File: src/hdl/i2cms_pkg.sv
// Shared types and codes for the I2C master transaction sequencer.
// Holds request structs, phase encoding, FIFO entry and status types.
// No dependencies.
package i2cms_pkg;

    // item kinds
    localparam logic [1:0] KIND_POLL  = 2'd0;
    localparam logic [1:0] KIND_EVENT = 2'd1;
    localparam logic [1:0] KIND_PUSH  = 2'd2;

    // bus commands
    localparam logic [2:0] CMD_NONE  = 3'd0;
    localparam logic [2:0] CMD_START = 3'd1;
    localparam logic [2:0] CMD_STOP  = 3'd2;
    localparam logic [2:0] CMD_TX    = 3'd3;
    localparam logic [2:0] CMD_RCEN  = 3'd4;
    localparam logic [2:0] CMD_ACK   = 3'd5;

    // halt codes
    localparam logic [2:0] ERR_NONE      = 3'd0;
    localparam logic [2:0] ERR_OUT_FULL  = 3'd1;
    localparam logic [2:0] ERR_NO_ACK    = 3'd2;
    localparam logic [2:0] ERR_OUT_EMPTY = 3'd3;
    localparam logic [2:0] ERR_BAD_STATE = 3'd4;
    localparam logic [2:0] ERR_COLLISION = 3'd5;
    localparam logic [2:0] ERR_IN_FULL   = 3'd6;
    localparam logic [2:0] ERR_BAD_FRAME = 3'd7;

    typedef enum logic [5:0] {
        PH_IDLE      = 6'b000001,
        PH_START     = 6'b000010,
        PH_ACK_RCVD  = 6'b000100,
        PH_BYTE_RCVD = 6'b001000,
        PH_ACK_SENT  = 6'b010000,
        PH_STOP      = 6'b100000
    } phase_t;

    typedef struct packed {
        logic [1:0] kind;
        logic [7:0] push_byte;
        logic       push_last;
        logic       ack_status;
        logic [7:0] rx_byte;
        logic       write_collision;
        logic       rx_queue_full;
    } evt_t;

    typedef struct packed {
        logic [2:0] command;
        logic [7:0] tx_byte;
        logic       send_nack;
        logic       rx_valid;
        logic [7:0] rx_data;
        logic       rx_is_address;
        logic       rx_last;
        logic [2:0] error_code;
        logic       halted;
    } res_t;

    typedef struct packed {
        logic       last;
        logic [7:0] data;
    } entry_t;

    typedef struct packed {
        phase_t     phase;
        logic [7:0] read_remaining;
        logic       frame_in_progress;
        logic [2:0] halt_error;
    } ctrl_t;

    // FIFO status seen by the step logic
    typedef struct packed {
        logic full;
        logic empty;
        logic one_left;   // count below two
        logic no_frames;
    } fstat_t;

    // FIFO update requested by the step logic
    typedef struct packed {
        logic       push;
        logic       push_last;
        logic [1:0] pop_n;
        logic       frame_dec;
    } fupd_t;

endpackage

File: src/hdl/i2c_master_transaction_sequencer.sv
// Top level of the I2C master transaction sequencer: outgoing frame FIFO
// memory, two-stage request pipeline, result register. Uses i2cms_pkg, i2cms_step.
//
//  channel | valid     | stall     | payload | direction
//  --------+-----------+-----------+---------+----------
//  evt     | evt_valid | evt_stall | evt_t   | into block
//  res     | res_valid | res_stall | res_t   | out of block
//
// Each request gives exactly one result, registered through the execute
// stage and the result register; one request is taken every cycle unless
// evt_stall is high. Stage one issues registered FIFO memory reads at head
// and head+1, stage two decides and writes back; a same-cycle push is forwarded.
// Reset clears FIFO pointers, counts, phase and halt code; the memory itself
// is not cleared. evt_stall rises only while a result waits under res_stall.
module i2c_master_transaction_sequencer
    import i2cms_pkg::*;
#(
    parameter int FIFO_DEPTH = 128
)
(
    input  logic clk,
    input  logic rst_n,
    input  logic evt_valid,
    output logic evt_stall,
    input  evt_t evt,
    output logic res_valid,
    input  logic res_stall,
    output res_t res
);

    localparam int AW = (FIFO_DEPTH > 1) ? $clog2(FIFO_DEPTH) : 1;
    localparam int CW = $clog2(FIFO_DEPTH + 1);
    localparam logic [AW-1:0] LAST_IDX = AW'(FIFO_DEPTH - 1);
    localparam logic [CW-1:0] FULL_CNT = CW'(FIFO_DEPTH);

    function automatic logic [AW-1:0] adv(input logic [AW-1:0] idx);
        adv = (idx == LAST_IDX) ? '0 : idx + AW'(1);
    endfunction

    // outgoing frame FIFO
    entry_t mem [FIFO_DEPTH];

    logic [AW-1:0] head_reg, tail_reg;
    logic [CW-1:0] count_reg, frames_reg;
    ctrl_t         ctrl_reg;

    // execute stage
    logic   ex_valid_reg;
    evt_t   ex_evt_reg;
    entry_t rd0_reg, rd1_reg, wd_reg;
    logic   fwd0_reg, fwd1_reg;

    // result register
    logic res_valid_reg;
    res_t res_reg;

    logic    fire;
    logic    accept;
    entry_t  e0, e1;
    fstat_t  fst;
    ctrl_t   ctrl_next;
    fupd_t   upd;
    res_t    step_res;
    logic [AW-1:0] head_adv1, head_adv2, head_next, rd_addr0, rd_addr1;
    logic [CW-1:0] count_next, frames_next;
    logic    wr_en;
    entry_t  wr_data;

    assign fire      = ex_valid_reg && (!res_valid_reg || !res_stall);
    assign evt_stall = ex_valid_reg && !fire;
    assign accept    = evt_valid && !evt_stall;

    // entries as seen by the executing request
    assign e0 = fwd0_reg ? wd_reg : rd0_reg;
    assign e1 = fwd1_reg ? wd_reg : rd1_reg;

    assign fst.full      = (count_reg == FULL_CNT);
    assign fst.empty     = (count_reg == '0);
    assign fst.one_left  = (count_reg < CW'(2));
    assign fst.no_frames = (frames_reg == '0);

    i2cms_step u_step (
        .evt       (ex_evt_reg),
        .ctrl      (ctrl_reg),
        .fst       (fst),
        .e0        (e0),
        .e1        (e1),
        .ctrl_next (ctrl_next),
        .upd       (upd),
        .res       (step_res)
    );

    assign wr_en        = fire && upd.push;
    assign wr_data.last = upd.push_last;
    assign wr_data.data = ex_evt_reg.push_byte;

    assign head_adv1 = adv(head_reg);
    assign head_adv2 = adv(head_adv1);

    always_comb
    begin
        head_next = head_reg;
        if (fire)
        begin
            case (upd.pop_n)
                2'd1:    head_next = head_adv1;
                2'd2:    head_next = head_adv2;
                default: head_next = head_reg;
            endcase
        end
    end

    // next request reads the head left behind by the current one
    assign rd_addr0 = head_next;
    assign rd_addr1 = adv(head_next);

    assign count_next  = count_reg + CW'(upd.push) - CW'(upd.pop_n);
    assign frames_next = frames_reg + CW'(upd.push && upd.push_last) - CW'(upd.frame_dec);

    always_ff @(posedge clk)
    begin
        if (wr_en)
            mem[tail_reg] <= wr_data;
        if (accept)
        begin
            rd0_reg    <= mem[rd_addr0];
            rd1_reg    <= mem[rd_addr1];
            fwd0_reg   <= wr_en && (tail_reg == rd_addr0);
            fwd1_reg   <= wr_en && (tail_reg == rd_addr1);
            wd_reg     <= wr_data;
            ex_evt_reg <= evt;
        end
        if (fire)
            res_reg <= step_res;
    end

    always_ff @(posedge clk or negedge rst_n)
    begin
        if (!rst_n)
        begin
            head_reg      <= '0;
            tail_reg      <= '0;
            count_reg     <= '0;
            frames_reg    <= '0;
            ctrl_reg      <= '{phase: PH_IDLE, read_remaining: 8'd0,
                               frame_in_progress: 1'b0, halt_error: ERR_NONE};
            ex_valid_reg  <= 1'b0;
            res_valid_reg <= 1'b0;
        end
        else
        begin
            if (fire)
            begin
                head_reg   <= head_next;
                count_reg  <= count_next;
                frames_reg <= frames_next;
                ctrl_reg   <= ctrl_next;
                if (upd.push)
                    tail_reg <= adv(tail_reg);
            end
            if (accept)
                ex_valid_reg <= 1'b1;
            else if (fire)
                ex_valid_reg <= 1'b0;
            if (fire)
                res_valid_reg <= 1'b1;
            else if (!res_stall)
                res_valid_reg <= 1'b0;
        end
    end

    assign res_valid = res_valid_reg;
    assign res       = res_reg;

`ifndef SYNTHESIS
    a_count_bound: assert property (@(posedge clk) disable iff (!rst_n)
        (count_reg <= FULL_CNT) && (frames_reg <= count_reg))
        else $error("FIFO count or frame count out of range");

    a_halt_sticky: assert property (@(posedge clk) disable iff (!rst_n)
        (ctrl_reg.halt_error != ERR_NONE) |=> $stable(ctrl_reg.halt_error))
        else $error("halt code changed after halt");

    a_stall_cause: assert property (@(posedge clk) disable iff (!rst_n)
        evt_stall |-> (res_valid && res_stall && ex_valid_reg))
        else $error("request stalled without a blocked result");

    a_halt_flag: assert property (@(posedge clk) disable iff (!rst_n)
        res_valid |-> (res.halted == (res.error_code != ERR_NONE)))
        else $error("halted flag disagrees with error code");
`endif

endmodule

File: src/hdl/i2cms_step.sv
// Per-request decision logic of the I2C master sequencer: phase walk,
// command and incoming item, FIFO update. Depends on i2cms_pkg.
module i2cms_step
    import i2cms_pkg::*;
(
    input  evt_t   evt,
    input  ctrl_t  ctrl,
    input  fstat_t fst,
    input  entry_t e0,      // entry at head
    input  entry_t e1,      // entry after head
    output ctrl_t  ctrl_next,
    output fupd_t  upd,
    output res_t   res
);

    always_comb
    begin
        logic [7:0] left;
        logic [2:0] err;
        logic       do_write;
        logic       is_addr;

        left      = ctrl.read_remaining - 8'd1;
        err       = ERR_NONE;
        do_write  = 1'b0;
        is_addr   = 1'b0;
        ctrl_next = ctrl;
        upd       = '0;
        res       = '0;

        if (ctrl.halt_error != ERR_NONE)
        begin
            // halted: nothing moves
        end
        else if (evt.kind == KIND_PUSH)
        begin
            if (fst.full)
                err = ERR_OUT_FULL;
            else
            begin
                upd.push      = 1'b1;
                upd.push_last = evt.push_last;
            end
        end
        else if (evt.kind != KIND_EVENT)
        begin
            if (ctrl.phase == PH_IDLE && !fst.no_frames)
            begin
                res.command     = CMD_START;
                ctrl_next.phase = PH_START;
            end
        end
        else
        begin
            case (ctrl.phase)
                PH_START:
                begin
                    if (fst.no_frames || fst.empty)
                        err = ERR_OUT_EMPTY;
                    else
                    begin
                        do_write = 1'b1;
                        is_addr  = 1'b1;
                    end
                end
                PH_STOP:
                    ctrl_next.phase = PH_IDLE;
                PH_ACK_RCVD:
                begin
                    if (evt.ack_status)
                        err = ERR_NO_ACK;
                    else if (ctrl.read_remaining != 8'd0)
                    begin
                        res.command     = CMD_RCEN;
                        ctrl_next.phase = PH_BYTE_RCVD;
                    end
                    else if (fst.no_frames || !ctrl.frame_in_progress || fst.empty)
                    begin
                        res.command     = CMD_STOP;
                        ctrl_next.phase = PH_STOP;
                    end
                    else
                        do_write = 1'b1;
                end
                PH_BYTE_RCVD:
                begin
                    if (evt.rx_queue_full)
                        err = ERR_IN_FULL;
                    else
                    begin
                        ctrl_next.read_remaining = left;
                        res.rx_valid    = 1'b1;
                        res.rx_data     = evt.rx_byte;
                        res.rx_last     = (left == 8'd0);
                        res.command     = CMD_ACK;
                        res.send_nack   = (left == 8'd0);
                        ctrl_next.phase = PH_ACK_SENT;
                    end
                end
                PH_ACK_SENT:
                begin
                    if (ctrl.read_remaining != 8'd0)
                    begin
                        res.command     = CMD_RCEN;
                        ctrl_next.phase = PH_BYTE_RCVD;
                    end
                    else
                    begin
                        res.command     = CMD_STOP;
                        ctrl_next.phase = PH_STOP;
                    end
                end
                default:
                    err = ERR_BAD_STATE;
            endcase

            if (do_write)
            begin
                upd.pop_n     = 2'd1;
                upd.frame_dec = e0.last;
                ctrl_next.frame_in_progress = !e0.last;
                if (evt.write_collision)
                    err = ERR_COLLISION;
                else if (is_addr && e0.data[0])
                begin
                    // read frame: the length byte must follow and end it
                    if (e0.last || fst.one_left)
                        err = ERR_BAD_FRAME;
                    else
                    begin
                        upd.pop_n     = 2'd2;
                        upd.frame_dec = 1'b1;
                        if (!e1.last)
                            err = ERR_BAD_FRAME;
                        else
                        begin
                            ctrl_next.read_remaining    = e1.data;
                            ctrl_next.frame_in_progress = 1'b0;
                            if (evt.rx_queue_full)
                                err = ERR_IN_FULL;
                            else
                            begin
                                res.rx_valid      = 1'b1;
                                res.rx_data       = {1'b0, e0.data[7:1]};
                                res.rx_is_address = 1'b1;
                            end
                        end
                    end
                end
                if (err == ERR_NONE)
                begin
                    res.command     = CMD_TX;
                    res.tx_byte     = e0.data;
                    ctrl_next.phase = PH_ACK_RCVD;
                end
            end
        end

        // a fatal step only latches the code; later state no longer matters
        if (err != ERR_NONE)
        begin
            ctrl_next            = ctrl;
            ctrl_next.halt_error = err;
            upd                  = '0;
            res                  = '0;
        end

        res.error_code = ctrl_next.halt_error;
        res.halted     = (ctrl_next.halt_error != ERR_NONE);
    end

endmodule

File: config.mk
export PLATFORM = sky130hd
export DESIGN_NAME = i2c_master_transaction_sequencer
export DESIGN_NICKNAME = d
export VERILOG_FILES = /design/src/hdl/i2cms_pkg.sv /design/src/hdl/i2c_master_transaction_sequencer.sv /design/src/hdl/i2cms_step.sv
export SDC_FILE = /design/constraint.sdc
export NUM_CORES = 2
export LEC_CHECK = 0
export ABC_AREA = 1
export BUFFER_PORTS_ARGS = -buffer_cell sky130_fd_sc_hd__buf_4
export CAP_MARGIN = 30
export CORE_MARGIN = 3
export CORE_UTILIZATION = 30
export DETAILED_ROUTE_END_ITERATION = 7
export GPL_TIMING_DRIVEN = 0
export PLACE_DENSITY_LB_ADDON = 0.2
export SYNTH_ARGS = -nofsm -noshare
export SYNTH_HDL_FRONTEND = slang
export SYNTH_SLANG_ARGS = --single-unit
File: constraint.sdc
create_clock -name clk -period 8.3 [get_ports clk]
set_input_delay 1.66 -clock clk [delete_from_list [all_inputs] [get_ports clk]]
set_output_delay 1.66 -clock clk [all_outputs]
set_load 0.05 [all_outputs]
Word-level counts from Yosys, hierarchy flattened
Memory sizes are Yosys's and may differ from the RTL's. A register that Yosys moved wholly into a read port is not among the register bits.
Index checks and enable logic that the tools add are counted.
- register bits after elaboration: 109
- memory bits (writable): 1152
- input port bits: 26
- output and inout bits: 29
- word-level logic and storage cells: 196
- memories: 1
- add/subtract/negate cells: 9
- $lt $le $gt $ge: 1
- equal/unequal tests: 19
- muxes and demuxes: 88
- bitwise gates (word level): 9
- reductions and logical operators: 40
- memories (name ; words ; width ; read ports ; clocked after Yosys merged registers in ; wr ports ; line ; RTL):
    mem ; 128 ; 9 ; 2 ; 2 ; 1 ; i2c_master_transaction_sequencer.sv:41 ; entry_t mem [FIFO_DEPTH];
- operators by type and width (cell ; count):
    $mux 3 ; 26
    $mux 9 ; 8
    $mux 10 ; 6
    $mux 6 ; 7
    $mux 7 ; 5
    $add 7x1->7 const B ; 4
    $eq 7x7->1 const B ; 4
    $logic_not 8->1 ; 3
    $pmux 6 s4 ; 1
    $mux 11 ; 2
    $mux 1 ; 19
    $add 8x1->8 ; 2
    $mux 15 ; 1
    $eq 7x7->1 ; 2
    $mux 14 ; 1
    $pmux 7 s2 ; 1
    $pmux 3 s4 ; 1
    $reduce_or 6->1 ; 2
    $mux 2 ; 5
    $mux 5 ; 2
    $reduce_and 5->1 ; 2
    $logic_and 1x1->1 ; 9
    $not 1->1 ; 9
    $pmux 3 s3 ; 1
    29 further kinds ; 43

Logic depth before layout (Yosys ltp)
- depth after elaboration: 27
- mapped depth: 40
- mapped depth without buffers: 36

Hierarchy
Synthesis repeated with hierarchy kept, for this count alone.
- cell total of the unflattened synthesis: 7703
- area, all modules: 68129.1 µm²
- by module, submodules not included (module ; times used ; cells each ; area an instance (µm²) ; sequential area each (µm²)):
    i2c_master_transaction_sequencer ; 1 ; 7406 ; 66506.3 ; 38187.9
    i2cms_step ; 1 ; 297 ; 1622.8 ; 0.0

Least setup slack after synthesis
No wires, ideal clock.
- path kind: reg2reg
- start: register count_reg[2]
- end: register, netlist name rd1_reg[1]
- library setup time: 0.254 ns
- arrival: 5.032 ns
- data required time: 8.046 ns
- setup slack: 3.014 ns
- cell stages (with the launch flop): 35
- buffers on the path: 6
- cells stage by stage: dfrtp_1 -> inv_1 -> ha_1 -> nand2_1 -> o21ai_0 -> nor2_1 -> nand4_1 -> nand2_1 -> inv_1 -> nor2_2 -> inv_1 -> o21ai_1 -> nand2_1 -> nor2_4 -> nand2_1 -> nor2_1 -> ha_1 -> nor2_4 -> inv_1 -> nand2_1 -> nand2_4 -> buf_6 -> buf_4 -> buf_2 -> ha_1 -> clkbuf_1 -> clkbuf_1 -> buf_1 -> o211ai_1 -> nand3_1 -> nand3_1 -> nand3_1 -> nand3_1 -> nand3_1 -> nand2_1
- longest elaborated chain between the ends: 25
- RTL lines (item ; line ; RTL):
    start, declared ; i2c_master_transaction_sequencer.sv:44 ; logic [CW-1:0] count_reg, frames_reg;
    start signal, assigned ; i2c_master_transaction_sequencer.sv:155 ; count_reg <= count_next;
    branches (longest 19 deep; another with $logic_not 8->1) ; - ;
    $mux 5 * ; i2cms_step.sv:160 ; if (err != ERR_NONE)
    $eq 2x2->1 or $eq 2x1->1 (tied branches) ; i2c_master_transaction_sequencer.sv:105 ; case (upd.pop_n)
    $pmux 7 s2 * ; i2c_master_transaction_sequencer.sv:105 ;
    $mux 7 * ; i2c_master_transaction_sequencer.sv:103 ; if (fire)
    via head_next[0] ; i2c_master_transaction_sequencer.sv:64 ; logic [AW-1:0] head_adv1, head_adv2, head_next, rd_addr0, rd_addr1;
    $add 7x1->7 or $eq 7x7->1 (tied branches) ; i2c_master_transaction_sequencer.sv:37 ; adv = (idx == LAST_IDX) ? '0 : idx + AW'(1);
    $mux 7 * ; i2c_master_transaction_sequencer.sv:37 ;
Mark *: on every way through the listed nets, which the timed path passes. The select of a mux whose other input is x is not followed.
A chain may end at the register's enable or synchronous reset.

Final worst setup path
- start: register frames_reg[2]
- end: register, netlist name rd1_reg[7]
- longest elaborated chain between the ends: 25
- RTL lines (item ; line ; RTL):
    start, declared ; i2c_master_transaction_sequencer.sv:44 ;
    start signal, assigned ; i2c_master_transaction_sequencer.sv:156 ; frames_reg <= frames_next;
    $logic_not 8->1 * ; i2c_master_transaction_sequencer.sv:80 ; assign fst.no_frames = (frames_reg == '0);
    branches (longest 18 deep; another with $pmux 3 s4) ; - ;
    $mux 5 * ; i2cms_step.sv:160 ;
    $eq 2x2->1 or $eq 2x1->1 (tied branches) ; i2c_master_transaction_sequencer.sv:105 ;
    $pmux 7 s2 * ; i2c_master_transaction_sequencer.sv:105 ;
    $mux 7 * ; i2c_master_transaction_sequencer.sv:103 ;
    via head_next[1] ; i2c_master_transaction_sequencer.sv:64 ;
    $add 7x1->7 or $eq 7x7->1 (tied branches) ; i2c_master_transaction_sequencer.sv:37 ;
    $mux 7 * ; i2c_master_transaction_sequencer.sv:37 ;
Marks and branches as above.

==> metrics.md <==
| Metric | Value |
|---|---|
| Outcome | finished clean |
| Clk slew on worst S/H paths | 0.06 ns |
| Power per standard cell area | 182 nW/µm² |
| Critical R2R Launch | frames_reg[2] |
| Reg-to-Reg End | rd1_reg[7] |
| Max IR drop VDD | 0.176 mV |
| Worst slew pin tran | 1.13 ns |
| Clock skew | 0.0413 ns |
| Leading register cell type out of synthesis | edfxtp_1 |
| Nets | 8418 |
| CTS tree | built |
| Startpoint Class | flop |
| Top cell by count, worst path | nand3_1 |
| Worst EP arrival | 8.59 ns |
| Reg2Reg Setup Slack | 0.19 ns |
| Max-Cap Viols | 0 |
| First-pass GRT wire length | 565000 µm |
| Starting density of the core | 30.3% |
| Syn_area_per_cell | 8.72 µm² |
| Clk_lat worst skew | 0.86 ns |
| Final WL | 432000 µm |
| Root Buffer | clkbuf_16 |
| FF+latch area | 38200 µm² |
| Asr flop ratio synth | 3.91% |
| Residual overflow from global routing | 0 |
| Seq/Total Area, Yosys | 55.7% |
| TritonCTS Sinks | 1279 |
| Cell Rows | 174 |
| Min-Delay Path Depth | 2 |
| Synthesis-to-layout area growth | 21.0% |
| Min Clock Period, post-route | 8.11 ns |
| Drt first pass iters | 8 |
| Crit-path slowest cell | clkbuf_4 |
| Fin. max-slew vios | 0 |
| Core ar. | 226000 µm² |
| Footprint of the multi-input gates | 25400 µm² |
| Worst endpoint required time | 8.77 ns |
| Synthesized area | 68500 µm² |
| Die W | 484 µm |
| Crit. End Element | flop |
| Hold buffers post-CTS | 0 |
| Die Ht | 484 µm |
| Setup violators final | 0 |
| IO Pins | 55 |
| Postcts setup bufs | 0 |
| Drt initial violations | 11100 |
| Wire length per cell | 37.6 µm |
| Slew headroom | 24.4% |
| Post-synth EDFFs | 1229 |
| RSZ-0062 raised after global routing | no |
| Syn Nets | 7912 |
| Final hold violation count | 0 |
| Fmax achieved | 123 MHz |
| Setup TNS Final | 0 ns |
| Drt drc | 0 |
| Syn Inst Count | 7850 |
| Longest Clk Path Bufs | 3 |
| Hold_sp | count_reg[6] |
| Ratio of cells with drive above 1 in the final layout | 11.6% |
| CP max stage delay | 0.64 ns |
| Critical path class | reg2reg |
| Commonest cells after routing, fill and taps aside | nand3_1 (2316), nand2_1 (2148), edfxtp_1 (1229), inv_1 (634), nand3b_1 (281) |
| Tot GR Track Use | 35.8% |
| Leak pwr | 32.5 nW |
| Vias | 68400 |
| Most common cell after layout, fill and taps aside | nand3_1 |
| Peak fanout along the critical path | 11 |
| Port bufs | 54 |
| Num CTS Buffers | 160 |
| Vias in the first global route | 62000 |
| Detailed-route vias per instance | 5.94 |
| Max reg flops | 1152 |
| Worst Hold Class | reg2reg |
| Initial antenna violation count | 48 |
| R2R depth | 35 |
| Die area | 234000 µm² |
| Antenna viol nets, final | 0 |
| Synth Warn # | 0 |
| Gpl congestion | 1.09 |
| Hold EP | count_reg[6] |
| Unique masters post-synth | 46 |
| Largest net degree at the start of global routing | 81 |
| Post-DP HPWL | 327000 µm |
| FF+latch count, synth | 1279 |
| H-tree depth | 4 |
| Fillers | 22800 |
| Period utilization | 97.8% |
| Tot Pwr | 15.0 mW |
-- kinds of logic (layout without fill, tap and decap cells) --
logic type	Yosys count	after routing	share of synthesized area, %
compound gates	232	232	2.09
xor+xnor	21	21	0.291
fa+ha+maj	36	36	0.680
buf+inv	1229	1863	7.42
flops	1279	1279	55.7
other cells	0	33	0
simple gates	5053	5053	33.8
-- synth_stat cells (all sizes together) (4+ instances only) --
| cell type | instances | area share (%) |
|---|---|---|
| ha | 34 | 0.62 |
| a21boi | 4 | 0.044 |
| nor3 | 15 | 0.11 |
| nor2 | 239 | 1.4 |
| nand2 | 2159 | 12 |
| o21ai | 75 | 0.55 |
| xor2 | 19 | 0.27 |
| nand4 | 13 | 0.12 |
| or2 | 5 | 0.046 |
| o22ai | 4 | 0.037 |
| nand3b | 281 | 3.1 |
| buf | 377 | 2.7 |
| nor4 | 5 | 0.064 |
| clkbuf | 206 | 1.1 |
| edfxtp | 1229 | 54 |
| o211ai | 90 | 0.99 |
| nand3 | 2335 | 17 |
| a21oi | 48 | 0.35 |
| dfrtp | 49 | 1.8 |
| inv | 644 | 3.5 |
-- per-stage QoR --
step                utilization, %  setup WS, ns  cell area (µm²)  hold slack (ns)  instances
global route                  36.7        0.0229            82700            0.508      11500
finish                        36.7         0.185            82800            0.491      11500
floorplan                        -          3.01            68500            0.443       7850
detailed placement            34.1         -1.20            77000            0.477      11200
global placement              32.2         -1.79            72600            0.468      10900
CTS                           36.5        0.0204            82300            0.493      11500
-- routing by layer --
metal | track usage (%) | vias up | share of wire, %
met3 | 15.1 | 1442 | 14
met1 | 44.0 | 33500 | 37
met2 | 50.1 | 5501 | 40
li1 | - | 27900 | -
met5 | 0 | - | 0.028
met4 | 25.4 | 16 | 8.7
-- area by class of cell --
cell class,instances,area share (%)
diodes,33,0.0997
well taps,2992,4.52
clock buffers,189,5.00
multi-input cells,5342,30.6
repair buffers,349,6.06
plain buffers,578,3.33
flip-flops and latches,1279,46.1
clock inverters,101,1.36
inverters,646,2.93
-- critical path: cells and delay by family, from the launching register on --
kind                       cells  cell delay, ns
and+or+nand+nor               19            3.42
adders and majority gates      3            0.86
DFF                            1            0.38
buffers and inverters         10            2.40
AOI/OAI and AO/OA              3            0.60
-- power breakdown --
part	internal, mW	switching (mW)	total [mW]
clock network	4.15	3.09	7.24
logic	0.226	0.408	0.634
registers	7.14	0.0333	7.17
-- worst max-delay path by stage --
stage,cells after the start,startpoint,slack [ns],to
2_1_floorplan,34,count_reg[2],3.01,rd1_reg[1]
3_3_place_gp,34,frames_reg[2],-1.79,rd1_reg[3]
3_5_place_dp,34,frames_reg[2],-1.20,rd1_reg[4]
4_1_cts,36,frames_reg[2],0.02,rd1_reg[5]
5_1_grt,35,frames_reg[2],0.02,rd1_reg[7]
6_report,35,frames_reg[2],0.19,rd1_reg[7]
-- what timing repair did --
action,in CTS,in global routing
gates cloned,0,0
setup endpoints to repair,10,10
gates resized for setup,26,71
No activity file was read; power rests on OpenSTA's default activity.
